**config.mk**
```make
export PLATFORM = sky130hd
export DESIGN_NAME = sct_sqrt
export DESIGN_NICKNAME = d
export VERILOG_FILES = /design/src/rtl/sct_pkg.sv /design/src/rtl/sct_sqrt.sv
export SDC_FILE = /design/constraint.sdc
export NUM_CORES = 2
export LEC_CHECK = 0
export ABC_AREA = 1
export BUFFER_PORTS_ARGS = -buffer_cell sky130_fd_sc_hd__buf_4
export CORE_ASPECT_RATIO = 2
export CORE_MARGIN = 5
export CORE_UTILIZATION = 51
export CTS_CLUSTER_DIAMETER = 30
export DETAILED_ROUTE_END_ITERATION = 8
export PLACE_DENSITY_LB_ADDON = 0.25
export SYNTH_ARGS = -nofsm -noshare
export SYNTH_HDL_FRONTEND = slang
export SYNTH_SLANG_ARGS = --single-unit
export TNS_END_PERCENT = 100
```
**constraint.sdc**
```tcl
create_clock -name clk_i -period 4.7 [get_ports clk_i]
set_clock_uncertainty 0.2 [all_clocks]
set_input_delay 0.47 -clock clk_i [delete_from_list [all_inputs] [get_ports clk_i]]
set_output_delay 0.47 -clock clk_i [all_outputs]
set_load 0.05 [all_outputs]
```
**src/rtl/sct_pkg.sv**
```systemverilog
// ----------------------------------------------------------------------------
// sct_pkg: shared types and constants of the segment crossing test
// Coordinate, difference and fixed-point length widths, payload structs.
// ----------------------------------------------------------------------------
`default_nettype none

package sct_pkg;

  localparam int COORD_BITS = 16;
  localparam int FRAC_BITS  = 12;
  localparam int DIFF_W     = COORD_BITS + 1;
  localparam int PROD_W     = 2 * DIFF_W;
  localparam int RAD_W      = PROD_W + 2 * FRAC_BITS;
  localparam int ROOT_W     = RAD_W / 2;
  localparam int REM_W      = ROOT_W + 2;
  localparam int SLACK_W    = ROOT_W + 2;
  localparam int TOL_W      = 12;
  localparam int NUM_LEN    = 6;
  localparam int NUM_ORI    = 4;

  localparam logic [TOL_W-1:0] TOL_RESET = TOL_W'(205);

  typedef logic signed [COORD_BITS-1:0] coord_t;
  typedef logic signed [DIFF_W-1:0]     diff_t;
  typedef logic signed [PROD_W-1:0]     prod_t;
  typedef logic [ROOT_W-1:0]            root_t;

  typedef struct packed {
    coord_t seg1_start_x;
    coord_t seg1_start_y;
    coord_t seg1_end_x;
    coord_t seg1_end_y;
    coord_t seg2_start_x;
    coord_t seg2_start_y;
    coord_t seg2_end_x;
    coord_t seg2_end_y;
  } sct_in_t;

  typedef struct packed {
    logic crossing;
  } sct_out_t;

  typedef struct packed {
    diff_t x;
    diff_t y;
  } vec_t;

  // vector from point p to point q, exact
  function automatic vec_t vsub(coord_t px, coord_t py, coord_t qx, coord_t qy);
    vec_t v;
    v.x = DIFF_W'(qx) - DIFF_W'(px);
    v.y = DIFF_W'(qy) - DIFF_W'(py);
    return v;
  endfunction

endpackage

`default_nettype wire

```
**src/rtl/sct_sqrt.sv**
```systemverilog
// ----------------------------------------------------------------------------
// sct_sqrt: pipelined integer square root
// One root digit per register stage, restoring method, floor result.
// ----------------------------------------------------------------------------
`default_nettype none

module sct_sqrt (
  input  wire logic                        clk_i,
  input  wire logic                        en_i,
  input  wire logic [sct_pkg::RAD_W-1:0]   rad_i,
  output sct_pkg::root_t                   root_o
);

  localparam int RW = sct_pkg::RAD_W;
  localparam int NW = sct_pkg::ROOT_W;
  localparam int MW = sct_pkg::REM_W;

  logic [RW-1:0] x_q    [NW-1];
  logic [MW-1:0] rem_q  [NW];
  logic [NW-1:0] root_q [NW];

  for (genvar g = 0; g < NW; g++) begin : g_dig
    logic [RW-1:0] x_in;
    logic [MW-1:0] rem_in, rem_sh, trial, rem_d;
    logic [NW-1:0] root_in, root_d;

    if (g == 0) begin : g_first
      assign x_in    = rad_i;
      assign rem_in  = '0;
      assign root_in = '0;
    end else begin : g_next
      assign x_in    = x_q[g-1];
      assign rem_in  = rem_q[g-1];
      assign root_in = root_q[g-1];
    end

    always_comb begin
      rem_sh = {rem_in[MW-3:0], x_in[RW-1:RW-2]};
      trial  = {root_in, 2'b01};
      if (rem_sh >= trial) begin
        rem_d  = rem_sh - trial;
        root_d = {root_in[NW-2:0], 1'b1};
      end else begin
        rem_d  = rem_sh;
        root_d = {root_in[NW-2:0], 1'b0};
      end
    end

    always_ff @(posedge clk_i) begin
      if (en_i) begin
        rem_q[g]  <= rem_d;
        root_q[g] <= root_d;
      end
    end

    if (g < NW - 1) begin : g_shift
      always_ff @(posedge clk_i) begin
        if (en_i) begin
          x_q[g] <= {x_in[RW-3:0], 2'b00};
        end
      end
    end
  end

  assign root_o = root_q[NW-1];

endmodule

`default_nettype wire

```
# Word-level counts from Yosys, hierarchy flattened
# Memory sizes are Yosys's and may differ from the RTL's.
# Cells that the tools add are included.
# W data, S select, Z words.
dict set report classes {
  addsub 29
  mux 60
  n_shift 0
  eq_ne 0
  n_reduce_logical 0
  n_lt_le_gt_ge 29
  bitwise 0
  n_div 0
  mul 0
}
# op n
set op_table {}
lappend op_table {{$mux W31} 29}
lappend op_table {{$ge A31 B31 Y1} 28}
lappend op_table {{$sub A31 B31 Y31} 28}
lappend op_table {{$mux W1} 31}
lappend op_table {{$sub A2 B1 Y3 const B} 1}
lappend op_table {{$ge A2 B1 Y1 const B} 1}
dict set report word_totals {
  wordCells 121
  n_memories 3
  output_inout_bits 29
  regBits 0
  rom_bits 0
  latchBits 0
  in_bits 60
  mem_bits_rw 3308
}
# memory depth word_bits rd rd_clocked_by_memory_dff wr line
set mem_list {}
lappend mem_list {x_q 28 56 28 0 28 sct_sqrt.sv:18} ;# logic [RW-1:0] x_q [NW-1];
lappend mem_list {rem_q 29 31 28 0 29 sct_sqrt.sv:19} ;# logic [MW-1:0] rem_q [NW];
lappend mem_list {root_q 29 29 29 0 29 sct_sqrt.sv:20} ;# logic [NW-1:0] root_q [NW];

# Logic depth before layout (Yosys ltp)
# An unclocked memory read counts as a cell.
dict set report depth {
  depth_word 3
  depth_mapped 17
  mapped_depth_nobuf 15
}

# Worst setup path after synthesis
# OpenSTA, ideal clock, no wires.
dict set report synth_timing {
  path_kind {flip-flop to flip-flop}
  start {mem rem_q[0][220] in the netlist's numbering}
  end {mem rem_q[0][262] in the netlist's numbering (data pin)}
  stages_incl_launch_ff 12
  path_buffers 2
  synth_period_minus_slack_ns 2.275
  setup_time_ns 0.261
  required_time_ns 4.239
  slack_ns 2.425
  arrival_ns 1.814
  cell_sequence {edfxtp_1 ha_1 nand2_1 inv_1 a21oi_1 o21ai_2 nand2_2 nand3_1 nor2_1 buf_2 buf_6 a21oi_2}
}
# item line
set synth_lines {}
lappend synth_lines {{start, declared} sct_sqrt.sv:19}

==> results.cfg <==
[floorplanning]
die_h_um = 670.2
core-area_sq_um = 217100
dieWidth_um = 340.1
dieArea_sq_um = 227900
num_rows = 242
io_pins = 89
initial_core_util_pct = 51.20

[detailed_routing]
first_iter_violations = 6563
vias = 89030
wire_per_inst_um = 25.10
met2_wirelength_mm = 218.5
drc_errors = 0
dr.pass1.iters = 9
wl_met1_mm = 112.5
viasPerCell = 5.475
wl_met3_mm = 18.82
routed_wl_mm = 408.2
top_layer_used = met5
ant_nets = 0

[outcome]
status = finished with violations
violations = capacitance limit, slew limit

[critical_path]
crit_path_start_kind = flop
cp.required_ns = 4.92
crit_start = root_q[0][327]
critPathMaxFanout = 12
rr_startpoint = root_q[0][327]
criticalPathCategory = reg2reg
cp.arrival_ns = 4.59
worst_setup_path_end_kind = flop

[finish]
syn2layout_area_growth_pct = 13.38
layout_commonest_cell = nand2_1
final_cell_mix = 4329 x nand2_1, 2270 x inv_1, 2018 x edfxtp_1
stdcell_area_sq_um = 126000
fin_nets = 13720
final_cells = 16260
final_layout_size_suffix_gt1_share_pct = 6.384

[timing]
relSlewSlack_pct = -4.065
fin_crit_sh_pct = 93.14
maxSlewViolCount = 7
fmax_mhz = 228.4
setup_viol = 0
finalHoldViolations = 0
rsz0062_at_grt = no
tightest_slew_ns = 1.561
period_minus_slack_ns = 4.378
setup_tns_ns = 0

[synthesis]
syn_area_sq_um = 111200
synth_top_area_share_pct = 54.52
synth_edf_count = 2018
syn_nets = 13300
synth_top_flop_cell = edfxtp_1
seq_area_frac_synth_pct = 54.52
avgSynthCellArea_sq_um = 8.703
synth_cell_types = 56
synthArstFlopShare_pct = 0
synth_area_leader_cell = edfxtp_1
ys_seq_elements = 2018
syn_inst = 12770
yosysWarnings = 0
synth_top_cells_by_area = edfxtp_1 55%, nand2_1 15%, inv_1 7.7%

[clocking]
cts_made_buffers = 289
cts_resized = 0
cts_tree = built
htreeDepth = 5
worst_skew_pair.late_latency_ns = 0.85
clk_pin_slew_worst_paths_ns = 0.07
cts.path.max_buffers = 4
root_buffer = clkbuf_16
cts_num_sinks = 2018
cts_setup_buffers = 0

[grt]
grt_max_degree = 149
grt_usage_pct = 35.17
antenna_found_initial = 37
grt.overflow.total = 0
grt_pass1_wl_mm = 581.9
first_global_vias = 90740

[min_path]
hold_path_startpoint = rad_i[20]
hp-class = in2reg

[placement]
place_area_sq_um = 115500
dp_hpwl_mm = 318.5
gp_congestion = 1.138
placed_cells = 15650
port_buffers = 88

[flow_run]
drv_cap = 1

[power]
peakVddDrop_v = 0.0004051
cellLeakagePower_uw = 0.05774
comb_power_share_pct = 22.9
seq_power_share_pct = 40.4
clockPowerShare_pct = 36.6
power_density_nw_per_um2 = 479.2
internal-power_uw = 39780
p_sw_share_pct = 34.12
netSwitchingPower_uw = 20600
[stage by stage]
stage,total power (uW),hold WS [ns],util (%),worst slack [ns]
3_3_place_gp,37990,0.2001,53.18,0.8449
2_1_floorplan,32280,0.2003,-,2.425
3_5_place_dp,38070,0.2045,53.18,0.7977
4_1_cts,60260,0.07078,57.99,0.7400
5_1_grt,62900,0.1022,58.02,0.2473
6_report,60380,0.1098,58.05,0.3222
[cell families after synthesis]
logic type	synth area share, %
flip-flops	54.52
AO/OA/AOI/OAI	4.355
buffers and inverters	8.470
AND/OR/NAND/NOR	24.89
XOR/XNOR	2.522
adder cells (fa/ha/maj)	5.246
other	0.003374
[Yosys cell counts, types with 2 or more instances]
cell,number
a211oi_1,2
a21boi_0,6
a21o_1,8
a21oi_1,445
a21oi_2,50
and2_1,16
and3_1,22
buf_2,50
buf_4,19
buf_6,32
edfxtp_1,2018
ha_1,466
inv_1,2270
inv_2,30
inv_4,3
nand2_1,4329
nand2_2,17
nand2_4,8
nand3_1,773
nand3_2,6
nand3b_1,100
nand4_1,186
nor2_1,999
nor2_2,23
nor2_4,5
nor3_1,140
nor3_2,11
nor3b_1,7
nor4_1,15
o211ai_1,11
o21a_1,10
o21ai_0,232
o21ai_1,50
o21ai_2,16
o21bai_1,31
o21bai_2,4
or2_1,4
or2_2,22
xnor2_1,108
xor2_1,212
[path summary, 6_finish.rpt]
check,to,slack [ns],depth (start not counted)
hold reg to reg,x_q[0][140],0.21,0
setup / recovery,rem_q[0][396],0.32,10
setup reg to reg,rem_q[0][396],0.32,10
hold / removal,x_q[0][20],0.11,2
[area by class of cell]
type / count / area (sq um)
Antenna cell: 31 / 77.57
Clock buffer: 316 / 7525
Clock inverter: 202 / 2311
Fill cell: 19060 / 91080
Inverter: 2303 / 8652
Multi-Input combinational cell: 8348 / 41160
Sequential cell: 2018 / 60600
Tap cell: 2806 / 3511
Timing Repair Buffer: 237 / 2188
[state kept, by name, summed over array words and instances (netlist names)]
name / cells
rem_q: 771
root_q: 435
x_q: 812
[worst max-delay path: stages, from the launching register on]
cell	delay, ns
edfxtp_1	0.68
inv_1	0.10
ha_1	0.38
nand2_1	0.14
o21ai_0	0.59
nand2_1	0.10
nand2_1	0.10
inv_1	0.04
nand2_1	0.17
nor2_2	0.19
a21oi_1	1.21
[repair_timing]
item,in CTS,in global routing
hold buffers,60,0
endpoints found under the setup margin,0,0
hold endpoints to repair,71,0
[layer usage]
metal,track usage (%),vias to the layer above
met5,0,-
met4,39.40,8
met3,6.347,1867
met2,66.62,3579
met1,27.58,41360
li1,-,42220
[power groups by stage]
| stage | clock, uW | sequential, uW | combinational [uW] |
|---|---|---|---|
| after floorplan | 0 | 23500 | 8820 |
| after global placement | 0 | 24700 | 13300 |
| after detailed placement | 0 | 24700 | 13400 |
| after CTS | 22400 | 24300 | 13500 |
| after global routing | 23200 | 24500 | 15200 |
| final | 22100 | 24400 | 13800 |
No activity file was read; power rests on OpenSTA's default activity.
